==> config.mk <==
export PLATFORM = sky130hd
export DESIGN_NAME = ascii_to_ebcdic_record_deframer_top
export DESIGN_NICKNAME = d
export VERILOG_FILES = /design/src/hdl/a2e_pkg.sv /design/src/hdl/ascii_to_ebcdic_record_deframer_top.sv
export SDC_FILE = /design/constraint.sdc
export NUM_CORES = 1
export LEC_CHECK = 0
export CAP_MARGIN = 0
export CORE_MARGIN = 8
export CORE_UTILIZATION = 60
export CTS_CLUSTER_DIAMETER = 200
export DETAILED_ROUTE_END_ITERATION = 7
export DONT_BUFFER_PORTS = 1
export HOLD_SLACK_MARGIN = 0.06
export PLACE_DENSITY = 0.87
export SETUP_SLACK_MARGIN = 0.15
export SYNTH_ARGS = -nofsm -noshare
export SYNTH_HDL_FRONTEND = slang
export SYNTH_SLANG_ARGS = --single-unit
==> constraint.sdc <==
create_clock -name clk -period 4.1 [get_ports clk]
set_input_delay 0.205 -clock clk [delete_from_list [all_inputs] [get_ports clk]]
set_output_delay 0.205 -clock clk [all_outputs]
set_load 0.05 [all_outputs]
==> src/hdl/a2e_pkg.sv <==
`default_nettype none

package a2e_pkg;

    localparam logic [7:0] CR_BYTE = 8'h0D;
    localparam logic [7:0] LF_BYTE = 8'h0A;

    typedef enum logic [1:0] {
        ST_DATA  = 2'd0,
        ST_NO_CR = 2'd1,
        ST_NO_LF = 2'd2
    } status_t;

    localparam logic [7:0] XLAT_ROM [0:255] = '{
        8'h00,8'h01,8'h02,8'h03,8'h37,8'h2D,8'h2E,8'h2F,
        8'h16,8'h05,8'h15,8'h0B,8'h0C,8'h0D,8'h0E,8'h0F,
        8'h10,8'h11,8'h12,8'h13,8'h3C,8'h3D,8'h32,8'h26,
        8'h18,8'h19,8'h3F,8'h27,8'h1C,8'h1D,8'h1E,8'h1F,
        8'h40,8'h4F,8'h7F,8'h7B,8'hE0,8'h6C,8'h50,8'h7D,
        8'h4D,8'h5D,8'h5C,8'h4E,8'h6B,8'h60,8'h4B,8'h61,
        8'hF0,8'hF1,8'hF2,8'hF3,8'hF4,8'hF5,8'hF6,8'hF7,
        8'hF8,8'hF9,8'h7A,8'h5E,8'h4C,8'h7E,8'h6E,8'h6F,
        8'h7C,8'hC1,8'hC2,8'hC3,8'hC4,8'hC5,8'hC6,8'hC7,
        8'hC8,8'hC9,8'hD1,8'hD2,8'hD3,8'hD4,8'hD5,8'hD6,
        8'hD7,8'hD8,8'hD9,8'hE2,8'hE3,8'hE4,8'hE5,8'hE6,
        8'hE7,8'hE8,8'hE9,8'h4A,8'h5B,8'h5A,8'h5F,8'h6D,
        8'h79,8'h57,8'h59,8'h62,8'h63,8'h64,8'h65,8'h66,
        8'h67,8'h68,8'h69,8'h70,8'h71,8'h72,8'h73,8'h74,
        8'h75,8'h76,8'h77,8'h78,8'h80,8'h8B,8'h9B,8'h9C,
        8'hA0,8'hAB,8'hB0,8'hC0,8'h6A,8'hD0,8'hA1,8'h07,
        8'h20,8'h21,8'h22,8'h23,8'h24,8'h25,8'h06,8'h17,
        8'h28,8'h29,8'h2A,8'h2B,8'h2C,8'h09,8'h0A,8'h1B,
        8'h30,8'h31,8'h1A,8'h33,8'h34,8'h35,8'h36,8'h08,
        8'h38,8'h39,8'h3A,8'h3B,8'h04,8'h14,8'h3E,8'hE1,
        8'hB1,8'h41,8'h42,8'h43,8'h44,8'h45,8'h46,8'h47,
        8'h48,8'h49,8'h51,8'h52,8'h53,8'h54,8'h55,8'h56,
        8'h58,8'h81,8'h82,8'h83,8'h84,8'h85,8'h86,8'h87,
        8'h88,8'h89,8'h8A,8'h8C,8'h8D,8'h8E,8'h8F,8'h90,
        8'h91,8'h92,8'h93,8'h94,8'h95,8'h96,8'h97,8'h98,
        8'h99,8'h9A,8'h9D,8'h9E,8'h9F,8'hA2,8'hA3,8'hA4,
        8'hA5,8'hA6,8'hA7,8'hA8,8'hA9,8'hAA,8'hAC,8'hAD,
        8'hAE,8'hAF,8'hBA,8'hBB,8'hBC,8'hBD,8'hBE,8'hBF,
        8'hB2,8'hB3,8'hB4,8'hB5,8'hB6,8'hB7,8'hB8,8'hB9,
        8'hCA,8'hCB,8'hCC,8'hCD,8'hCE,8'hCF,8'hDA,8'hDB,
        8'hDC,8'hDD,8'hDE,8'hDF,8'hEA,8'hEB,8'hEC,8'hED,
        8'hEE,8'hEF,8'hFA,8'hFB,8'hFC,8'hFD,8'hFE,8'hFF
    };

endpackage

`default_nettype wire

==> src/hdl/ascii_to_ebcdic_record_deframer_top.sv <==
// ascii to ebcdic translator with fixed-length record deframing
//
// input channel: in_valid / in_stall / in_byte, one ascii byte per transfer.
// output channel: out_valid / out_stall / out_byte / status, zero or one
// result per input byte. status 0 is a translated byte, 1 means the byte at
// the cr slot was not cr, 2 means the byte at the lf slot was not lf; an
// error result carries out_byte 0 and halts the block until reset, after
// which input bytes are still taken but dropped.
// record_length_write / record_length set the data bytes per record (0 turns
// framing off) and restart framing at a record boundary; write only when idle.
// cr and lf bytes at the end of each record are checked and dropped.
//
// path: input transfer into the input register, then rom lookup and record
// counter into the result register, which drives out_valid.
// throughput: one byte per cycle while out_stall lets the result drain; the
// record counter update is the single step per byte.
// reset: record length 0, position at start of record, not halted, both
// registers empty.
// when out_stall holds a result, the next byte waits in the input register
// and in_stall rises once that register is also full.
`default_nettype none

module ascii_to_ebcdic_record_deframer_top
    import a2e_pkg::*;
(
    input  wire logic        clk,
    input  wire logic        rst_n,
    input  wire logic        record_length_write,
    input  wire logic [14:0] record_length,
    input  wire logic        in_valid,
    output logic             in_stall,
    input  wire logic [7:0]  in_byte,
    output logic             out_valid,
    input  wire logic        out_stall,
    output logic [7:0]       out_byte,
    output logic [1:0]       status
);

    logic        in_valid_reg;
    logic [7:0]  in_byte_reg;
    logic [14:0] len_reg;
    logic [15:0] pos_reg;
    logic [15:0] pos_next;
    logic        halted_reg;
    logic        halted_next;
    logic        out_valid_reg;
    logic [7:0]  out_byte_reg;
    logic [7:0]  out_byte_next;
    status_t     out_status_reg;
    status_t     out_status_next;
    logic        result_next;
    logic        advance;
    logic [15:0] len_ext;
    logic [15:0] len_plus1;

    // input register moves on when the result register is free or draining
    assign advance  = in_valid_reg && (!out_valid_reg || !out_stall);
    assign in_stall = in_valid_reg && !advance;

    assign len_ext   = {1'b0, len_reg};
    assign len_plus1 = len_ext + 16'd1;

    always_comb
    begin
        pos_next        = pos_reg;
        halted_next     = halted_reg;
        result_next     = 1'b0;
        out_byte_next   = XLAT_ROM[in_byte_reg];
        out_status_next = ST_DATA;
        if (halted_reg)
        begin
            result_next = 1'b0;
        end
        else if (len_reg == 15'd0)
        begin
            result_next = 1'b1;
        end
        else if (pos_reg <= len_ext)
        begin
            result_next = 1'b1;
            pos_next    = pos_reg + 16'd1;
        end
        else if (pos_reg == len_plus1)
        begin
            if (in_byte_reg != CR_BYTE)
            begin
                halted_next     = 1'b1;
                result_next     = 1'b1;
                out_byte_next   = 8'd0;
                out_status_next = ST_NO_CR;
            end
            else
            begin
                pos_next = pos_reg + 16'd1;
            end
        end
        else
        begin
            // lf slot
            if (in_byte_reg != LF_BYTE)
            begin
                halted_next     = 1'b1;
                result_next     = 1'b1;
                out_byte_next   = 8'd0;
                out_status_next = ST_NO_LF;
            end
            else
            begin
                pos_next = 16'd1;
            end
        end
    end

    always_ff @(posedge clk or negedge rst_n)
    begin
        if (!rst_n)
        begin
            in_valid_reg   <= 1'b0;
            len_reg        <= 15'd0;
            pos_reg        <= 16'd1;
            halted_reg     <= 1'b0;
            out_valid_reg  <= 1'b0;
            out_status_reg <= ST_DATA;
        end
        else
        begin
            if (in_valid && !in_stall)
            begin
                in_valid_reg <= 1'b1;
            end
            else if (advance)
            begin
                in_valid_reg <= 1'b0;
            end

            if (record_length_write)
            begin
                len_reg <= record_length;
                pos_reg <= 16'd1;
            end
            else if (advance)
            begin
                pos_reg <= pos_next;
            end

            if (advance)
            begin
                halted_reg <= halted_next;
            end

            if (advance)
            begin
                out_valid_reg <= result_next;
                if (result_next)
                begin
                    out_status_reg <= out_status_next;
                end
            end
            else if (out_valid_reg && !out_stall)
            begin
                out_valid_reg <= 1'b0;
            end
        end
    end

    always_ff @(posedge clk)
    begin
        if (in_valid && !in_stall)
        begin
            in_byte_reg <= in_byte;
        end
        if (advance && result_next)
        begin
            out_byte_reg <= out_byte_next;
        end
    end

    assign out_valid = out_valid_reg;
    assign out_byte  = out_byte_reg;
    assign status    = out_status_reg;

    // once halted, only reset brings the block back
    assert property (@(posedge clk) disable iff (!rst_n)
        halted_reg |=> halted_reg)
        else $error("halted flag cleared without reset");

    // a halted block never loads a new result
    assert property (@(posedge clk) disable iff (!rst_n)
        (halted_reg && !out_valid_reg) |=> !out_valid_reg)
        else $error("result produced while halted");

    // with framing on the position stays within data, cr and lf slots
    assert property (@(posedge clk) disable iff (!rst_n)
        (len_reg != 15'd0) |-> (pos_reg != 16'd0 && pos_reg <= len_plus1 + 16'd1))
        else $error("record position out of range");

    // with framing off the position does not count
    assert property (@(posedge clk) disable iff (!rst_n)
        (len_reg == 15'd0) |-> (pos_reg == 16'd1))
        else $error("record position moved with framing off");

    // an error result shows with the halt already set and carries out_byte 0
    assert property (@(posedge clk) disable iff (!rst_n)
        (out_valid_reg && out_status_reg != ST_DATA) |-> (halted_reg && out_byte_reg == 8'd0))
        else $error("error result without halt or with nonzero byte");

endmodule

`default_nettype wire

* Word level (Yosys, flattened, before mapping)
Memory sizes are Yosys's and may differ from the RTL's. Cells that the tools add are included.
Word-level totals: register bits after elaboration 52, latch bits 0, bits in writable memories 0, ROM bits 2048, bits of input ports 28, output and inout bits 12, word-level logic and storage cells 72, memories kept 1
Cells by class: add/subtract/negate cells 2, $mul 0, divide/modulo/power cells 0, order comparisons 2, equal/unequal tests 7, shift operators 0, muxes and demuxes 35, bitwise gates (word level) 1, reductions and logical operators 16
Memory list:
- (no name shown) | words 256, width 8, rd ports 1, clocked after Yosys merged registers in 0, write ports 0, RTL line ascii_to_ebcdic_record_deframer_top.sv:68 | out_byte_next = XLAT_ROM[in_byte_reg];
Operators by type and width (count):
- 16-bit two-way mux | 8
- 8-bit two-way mux | 8
- 15-bit by 1-bit adder with 16-bit output (second input constant) | 1
- 16-bit by 1-bit adder with 16-bit output (second input constant) | 1
- 16-bit equality test | 1
- 16-bit by 15-bit less-or-equal comparator with 1-bit output | 1
- 8-bit by 4-bit != test with 1-bit output (second input constant) | 2
- 15-bit logical NOT | 1
- 1-bit two-way mux | 14
- 2-bit two-way mux | 5
- 9-bit greater-or-equal comparator (second input constant) | 1
- 8-bit inverter with 9-bit output | 1
- 4-bit != test (second input constant) | 2
- 2-bit nonzero test | 3
- 1-bit logical AND | 5
- 5-bit AND reduction | 1
- 1-bit logical NOT | 4
- 2-bit != test (second input constant) | 2
- 2-bit AND reduction | 1
- 1-bit logical OR | 1

* Logic depth before layout (Yosys ltp)
Gate-level depths: netlist of run 1.
depth after elaboration 9, gate-level depth with buffers 12, gate-level depth less buffers 10

* Worst setup path after synthesis of run 1
No wires, ideal clock.
path type register -> register, from register len_reg[0], to register out_byte_reg[2], in the netlist out_byte[2] (data pin), library setup time 0.269 ns, arrival time 2.578 ns, data required time 3.831 ns, setup slack 1.253 ns, cell stages (with the launch flop) 10, path buffers 0, clock period less this slack 2.847 ns, path through dfrtp_1 -> ha_1 -> nand2b_1 -> or3_1 -> a211o_1 -> a2111oi_4 -> nand4_4 -> mux2_2 -> nor3b_2 -> nor2_1
On the way: word-level cells in the longest chain between the ends 6
RTL lines:
- start: declaration | RTL line ascii_to_ebcdic_record_deframer_top.sv:41 | logic [14:0] len_reg;
- start signal: assignment | RTL line ascii_to_ebcdic_record_deframer_top.sv:138 | len_reg <= record_length;
- 15-bit by 1-bit adder with 16-bit output | RTL line ascii_to_ebcdic_record_deframer_top.sv:61 | assign len_plus1 = len_ext + 16'd1;
- 16-bit equality test | RTL line ascii_to_ebcdic_record_deframer_top.sv:83 | else if (pos_reg == len_plus1)
- 8-bit two-way mux | RTL line ascii_to_ebcdic_record_deframer_top.sv:83
- 8-bit two-way mux | RTL line ascii_to_ebcdic_record_deframer_top.sv:78 | else if (pos_reg <= len_ext)
- 8-bit two-way mux (*) | RTL line ascii_to_ebcdic_record_deframer_top.sv:74 | else if (len_reg == 15'd0)
- 8-bit two-way mux (*) | RTL line ascii_to_ebcdic_record_deframer_top.sv:70 | if (halted_reg)
- net out_byte_next[2] | RTL line ascii_to_ebcdic_record_deframer_top.sv:48 | logic [7:0] out_byte_next;
- end signal: assignment | RTL line ascii_to_ebcdic_record_deframer_top.sv:174 | out_byte_reg <= out_byte_next;
- end: declaration | RTL line ascii_to_ebcdic_record_deframer_top.sv:47 | logic [7:0] out_byte_reg;
Mark *: on every way through the listed nets, which the timed path passes. The rest lies on a longest branch. A chain may end at the register's enable or synchronous reset.

* Worst setup path after layout of run 1
from register len_reg[3], to register out_byte_reg[7], in the netlist out_byte[7] (data pin)
The elaborated chain is that of the path after synthesis.

==> impl_summary.md, run 1 <==
Die
The site row count is 34. Once the floorplan was initialized, standard cells occupied 61.38% of the core. The floorplan step defined a die boundary enclosing 12,150 µm². Pin placement for this block handled 40 I/O pins. The die span in y is 110.2 µm. Measured along the x axis, the die boundary spans 110.2 µm. In this run the standard cell core region covers 8678 µm².

Placed design
Port buffering added 0 buffers. The routability congestion estimate from global placement is 0.9679. The placed instance area is 5351 µm². After legalization and detailed placement, the total HPWL measured 11,950 µm.

After detailed placement, the design holds a cell count of 768.

Synth
For this run, the leading register cell type out of synthesis is dfrtp_1. The proportion of synthesized flip-flops having asynchronous set or reset is 69.23%. The number of distinct library cell variants in the gate-level netlist after synthesis is 73. In this run, synthesis produced a sequential element count of 52. The cell count after synthesis came out at 703.

The synthesized net count is 763. Yosys mapped a number of flops with a built-in enable equal to 16. Dividing the synthesized area by the synthesized cell count gives 7.577 µm². The post-synthesis instance area is 5326 µm². The number of warnings reported in the yosys synthesis log is 0.

For this run, the register share of the synthesized area comes to 25.96%.

Worst setup path
The signal arrival time at the worst endpoint is 3420 ps. The startpoint type of the worst setup path is a flip-flop. The critical path class is reg2reg. The slack of the worst reg-to-reg path is 700 ps. STA puts the critical path data required time at 4120 ps.

The worst setup path is captured at a flip-flop. The biggest fanout along the worst timing path is 8.

Global route
The number of global-route vias before repair was 5,160. The initial antenna violation count is 0. Entering global routing, the biggest net connects 47 pins.

The wire length of the first global-routing pass is 27,190 µm. For this run the aggregate overflow at the end of global routing stands at 0. For this run, the total global-route usage over all layers was measured as 28.10%.

Pwr
The switching power as a share of total power is 41.07%. Per report_power, the clock group accounts for 19.7% of the total. The peak supply drop is 221.5 µV. After layout, the design draws a total of 1598 µW. The power per cell area is 279.1 nW/µm². The switching power is 656.5 µW.

The internal power of the cells totals 941.9 µW. The static leakage power is 0.002277 µW. Combinational logic is responsible for 35.4% of the overall power. Registers are responsible for 44.8% of the overall power.

Finish
The repair_antennas step left the layout with diodes totalling 0. The share of final-layout standard cells stronger than drive strength 1 is 5.468%. The number of nets in the finished design is 754. The number of flip-flops in the largest register is 16. The post-route standard cell area excluding fillers is 5728 µm².

Counting the fill cells in the layout gives 746. After the flow finishes, the layout carries non-filler instances totaling 803. The area growth from synthesis to final layout is 7.540%.

Detailed routing
The first detailed-routing pass ran for 6 iterations. For this run, design rule violations remaining after detail routing come to 0. The iteration-0 DRC count of the detailed router is 821. Using the TritonRoute via totals, the vias-per-cell ratio works out to 7.021.

The post-detailed-route count of antenna-violating nets is 0. The wire length reported by the detailed router is 16,740 µm. The routed layout has 5,638 vias.

The post-detailed-route wirelength per cell is 20.85 µm.

Worst hold path
The min-delay analysis places its worst path in the category in2reg.

Timing
The number of endpoints with negative hold slack in the final report is 0. The setup TNS is 0 ps. The count of pins over their slew limit was 0. The slew at the pin closest to its max-slew limit is 1077 ps. The clock skew after layout is 20.10 ps. The worst-case headroom to the max-slew limit is 27.61%. Setup repair after global routing left no endpoint under its margin.

The highest clock frequency the design can meet is 294.1 MHz. The setup violation total in the final timing report is 0. The fraction of the cycle the final worst path needs is 82.94%. The clock period minus final worst setup slack is 3400 ps.

Clocking
Buffers inserted during clock tree synthesis total 5. The count of cells resized by post-cts repair is 0. The maximum number of buffers from clock root to sink is 2.

The clock reaches the later pin of the worst-skew pair after 310 ps. The total clock sinks is 52. TritonCTS built the clock tree. The tree is rooted in a clkbuf_8. The count of hold-fix buffers inserted at cts is 26. The number of buffers added for setup after CTS is 0. In this run the number of H-tree levels came out at 2. The register clock-pin slew on the reported worst setup and hold paths is 100 ps.

Run status
The flow ran to the end, and the final reports show no timing, DRC or antenna violations.

Job
The count of max-cap constraint violations is 0.
-- kinds of logic after synthesis --
kind of cell | count (synthesis) | synth area share (%)
fa+ha+maj | 33 | 7.705
simple gates | 249 | 23.44
compound gates | 242 | 30.28
xor+xnor | 23 | 3.782
flops | 52 | 25.96
buf+inv | 95 | 6.812
mux | 9 | 2.020
-- metal layers --
metal	vias to the layer above	wire (µm)	share of wire (%)	GRT usage, %
met2	377	7010	42	39.51
met5	-	0	0	0
met4	0	332	2.0	6.375
met1	2644	7310	44	42.65
met3	32	2091	12	5.814
li1	2585	-	-	-
-- critical path, stage by stage, from the launching register on --
cell and delay, ps:
dfrtp_1 490, nand3_1 260, nor2_1 300, mux2_2 380, a211oi_1 450, nand4_4 230, mux2_2 320, nor3b_2 570
a311oi_1 100
-- power by group through the flow --
| stage | sequential, µW | clock [µW] | combinational, µW |
|---|---|---|---|
| 2_1_floorplan | 687 | 0 | 417 |
| 3_3_place_gp | 721 | 0 | 502 |
| 3_5_place_dp | 725 | 0 | 513 |
| 4_1_cts | 714 | 318 | 548 |
| 5_1_grt | 727 | 336 | 617 |
| 6_report | 717 | 315 | 566 |
-- path summary, 6_finish.rpt --
check                                     from          end  cells after the start
setup / recovery                    len_reg[3]  out_byte[7]                      8
hold / removal             record_length_write  len_reg[10]                      2
setup reg to reg                    len_reg[3]  out_byte[7]                      8
hold reg to reg                     halted_reg   halted_reg                      1
max in group asynchronous                rst_n   pos_reg[0]                      2
min in group asynchronous                rst_n  len_reg[14]                      2
-- cells in the mapped netlist (all sizes together) (6+ instances only) --
| master | number | area (µm²) |
|---|---|---|
| nand2 | 79 | 296.5 |
| o21ai | 66 | 330.3 |
| nor2 | 51 | 191.4 |
| a21oi | 47 | 235.2 |
| clkbuf | 43 | 161.4 |
| inv | 40 | 150.1 |
| dfrtp | 35 | 875.8 |
| ha | 32 | 400.4 |
| nand3 | 23 | 115.1 |
| a211oi | 18 | 135.1 |
| edfxtp | 16 | 480.5 |
| nand2b | 16 | 100.1 |
| xnor2 | 16 | 140.1 |
| nor2b | 14 | 87.58 |
| nand4 | 13 | 96.34 |
| o211ai | 13 | 97.59 |
| o22ai | 13 | 81.33 |
| a31oi | 12 | 75.07 |
| buf | 12 | 51.30 |
| nor3 | 11 | 60.06 |
| a221oi | 10 | 93.84 |
| and3 | 10 | 67.56 |
| nor4 | 10 | 62.56 |
| a21o | 7 | 52.55 |
| a311oi | 7 | 61.31 |
| xor2 | 7 | 61.31 |
| o31ai | 6 | 58.81 |
-- cell usage in the layout (no fill, tap or decap), types with 10 or more instances in the layout --
cell type,instances
o211ai_1,13
edfxtp_1,16
ha_1,32
inv_1,38
a211oi_1,18
o21ai_0,65
nor2b_1,14
dfrtp_1,35
nor4_1,10
nand3_1,23
nand4_1,12
nor2_1,51
dlygate4sd3_1,26
xnor2_1,16
o22ai_1,13
nand2_1,79
buf_4,11
nor3_1,10
nand2b_1,16
a21oi_1,47
a31oi_1,12
-- per-stage QoR --
step | worst slack, ps | utilization, % | hold slack, ps
5_1_grt | 451.3 | 66.00 | 63.11
3_3_place_gp | 928.9 | 61.66 | -89.32
3_5_place_dp | 808.5 | 61.66 | -89.07
6_report | 699.7 | 66.00 | 76.88
2_1_floorplan | 1253 | - | -90.59
4_1_cts | 782.0 | 65.89 | 62.62
-- layout make-up --
cell class / count / area [µm²] / share of cell area (%)
multi-input combinational: 556 / 3581 / 62.52
sequential: 52 / 1383 / 24.14
timing repair buffer: 39 / 382.9 / 6.684
inverter: 40 / 150.1 / 2.621
tap: 108 / 135.1 / 2.359
clock buffer: 6 / 82.58 / 1.442
clock inverter: 2 / 13.76 / 0.2403
(Power assumes the default switching activity.)
==> run 2: changes to the inputs <==
==> constraint.sdc (replaced) <==
create_clock -name clk -period 3.3 [get_ports clk]
set_input_delay 0.165 -clock clk [delete_from_list [all_inputs] [get_ports clk]]
set_output_delay 0.165 -clock clk [all_outputs]
set_load 0.05 [all_outputs]
==> run 2 against run 1 <==
Compared with the run above: hold slack got worse by 16 ps; fmax rose by 13%; first-iteration DRC count fell by 4.0%; critical path type unchanged; critical endpoint unchanged.
==> impl_summary.md, run 2 (synthesis gave the netlist of run 1 again) <==
Run status
The run finished with clean final reports.

Timing
The worst-case headroom to the max-slew limit is 27.27%. The number of endpoints with negative hold slack in the final report is 0. Adding up every negative setup slack in the final design gives 0 ps. Setup repair after global routing left no endpoint under its margin. The clock skew after layout is 16.00 ps. Dividing the final minimum period by the clock period gives 91.19%.

The count of pins over their slew limit is 0. The worst hold slack is 60.52 ps. Subtracting the final worst setup slack from the clock period gives 3009 ps.

The highest clock frequency the design can meet is 332.3 MHz. The slew at the pin closest to its max-slew limit is 1087 ps. The setup violation total in the final timing report is 0.

Worst setup path
The critical path is of the reg2reg type. The signal arrival time at the worst endpoint is 3130 ps. The worst setup path startpoint is len_reg[0].

The worst setup path is launched from a flip-flop. The critical path data required time is 3420 ps. The endpoint identified for the worst register-to-register timing path is out_byte[7].

For the worst flop-to-flop path, the logic depth is 10. The slack of the worst reg-to-reg path is 290 ps. The critical path endpoint is out_byte[7]. The element type at the critical path end is a flip-flop.

The biggest fanout along the worst timing path is 8. The worst flop-to-flop path startpoint is len_reg[0].

Detailed routing
The post-detailed-route wirelength per cell is 20.99 µm. The iteration-0 DRC count of the detailed router is 788. After detailed routing, the number of remaining DRC violations is 0.

Summing over every cut layer, the via total after detailed routing is 5,741. The via-per-instance ratio is 6.984. The total iterations of the first detailed-routing run is 8. For this block, the routed nets add up to 17,250 µm of wire. The post-detailed-route count of antenna-violating nets is 0.

Finish
The filler-free cell count of the finished design is 822. The share of final-layout standard cells stronger than drive strength 1 is 9.104%. The register with the most flip-flops in the layout has 16 of them.

Leaving out fill and tap cells, the most frequent cells in the layout are 79 x nand2_1, 65 x o21ai_0, 51 x nor2_1. The final layout contains 773 nets. The final antenna diode count is 0. Relative to the synthesized area, the layout overhead comes to 11.37%. The commonest non-fill, non-tap cell in the layout is nand2_1.

Clocking
The maximum number of buffers from clock root to sink is 2. TritonCTS built the clock tree. The total clock sinks is 52.

The clock tree synthesis step divided the H-tree into 2 levels. The register clock-pin slew on the reported worst setup and hold paths is 100 ps. The root buffer selected by CTS is clkbuf_8.

The number of clock buffers added by TritonCTS is 5. The clock reaches the later pin of the worst-skew pair after 310 ps.

Die
The site row count is 34. The die covers 12,150 µm². The effective utilization at floorplan is 61.38%.

The die span in y is 110.2 µm. After floorplanning, the core was sized to cover 8678 µm². For this design the top-level I/O count stands at 40. The chip width is 110.2 µm.

Worst hold path
The class of the tightest hold or removal check is in2reg.

Global route
The number of global-route vias before repair came to 5,299. The initial antenna violation count is 0. The global-route usage over all layers is 28.04%. The first global-routing pass estimated 27,230 µm of wire. The total overflow left after global routing is 0. The maximum number of pins on one net before global-route repair is 52.

Pwr
The peak supply drop is 231.4 µV. The static leakage power is 0.002388 µW. In this run the power density over the cells is 353.3 nW/µm².

Placed design
The routability congestion estimate from global placement is 0.9800. The count of buffers added on input and output ports is 0. The placed instance count is 786.

The post-detailed-placement half-perimeter wirelength is 12,200 µm.

Job
The tool flagged a number of max-cap violations equal to 0.
run 2: timing repair:
item	4_1_cts	5_1_grt
hold endpoints to repair	63	0
cloned	0	0
hold buffers	28	0
setup endpoints to repair	10	20
pin swaps	0	2
resized for setup	2	8
buffers inserted	0	0
run 2: cell type report:
cell class / count / area (µm²)
clock buffer: 8 / 121.4
fill: 730 / 2746
inverter: 40 / 150.1
multi-input combinational: 556 / 3608
sequential: 52 / 1389
tap: 108 / 135.1
timing repair buffer: 58 / 528.0
run 2: worst min-delay path by stage:
stage | from | to | depth (start not counted)
after floorplan | rst_n | halted_reg | 0
after global placement | rst_n | len_reg[13] | 0
after detailed placement | rst_n | len_reg[10] | 0
after CTS | out_stall | in_valid_reg | 2
after global routing | out_stall | in_valid_reg | 2
final | out_stall | in_valid_reg | 2
run 2: where the power goes:
part | internal [µW] | switching [µW]
registers | 735 | 118
logic | 295 | 498
clock network | 237 | 212
total | 1270 | 828
run 2: through the flow:
| stage | util, % | worst slack (ps) | instance area (µm²) | total power, µW |
|---|---|---|---|---|
| floorplan | - | 452.7 | 5326 | 1372 |
| global placement | 63.22 | 274.4 | 5487 | 1551 |
| detailed placement | 63.22 | 119.9 | 5487 | 1575 |
| CTS | 68.01 | 158.0 | 5902 | 2059 |
| global route | 68.35 | 159.3 | 5932 | 2187 |
| finish | 68.35 | 290.7 | 5932 | 2096 |
run 2: worst max-delay path, cell delays in order, from the launching register on:
cell and delay [ps]:
dfrtp_2 440, ha_2 250, nand2b_1 80, or3_1 300
a211o_1 330, a2111oi_4 280, nand4_4 200, mux2_2 360
nor3b_2 160, buf_4 160, a311oi_1 230
run 2: per-layer routing:
metal	part of all wire (%)	vias to the layer above	GRT usage, %
met3	13	40	7.791
met2	43	398	40.28
met1	43	2683	40.59
met4	1.6	0	6.470
met5	0	-	0
li1	-	2620	-
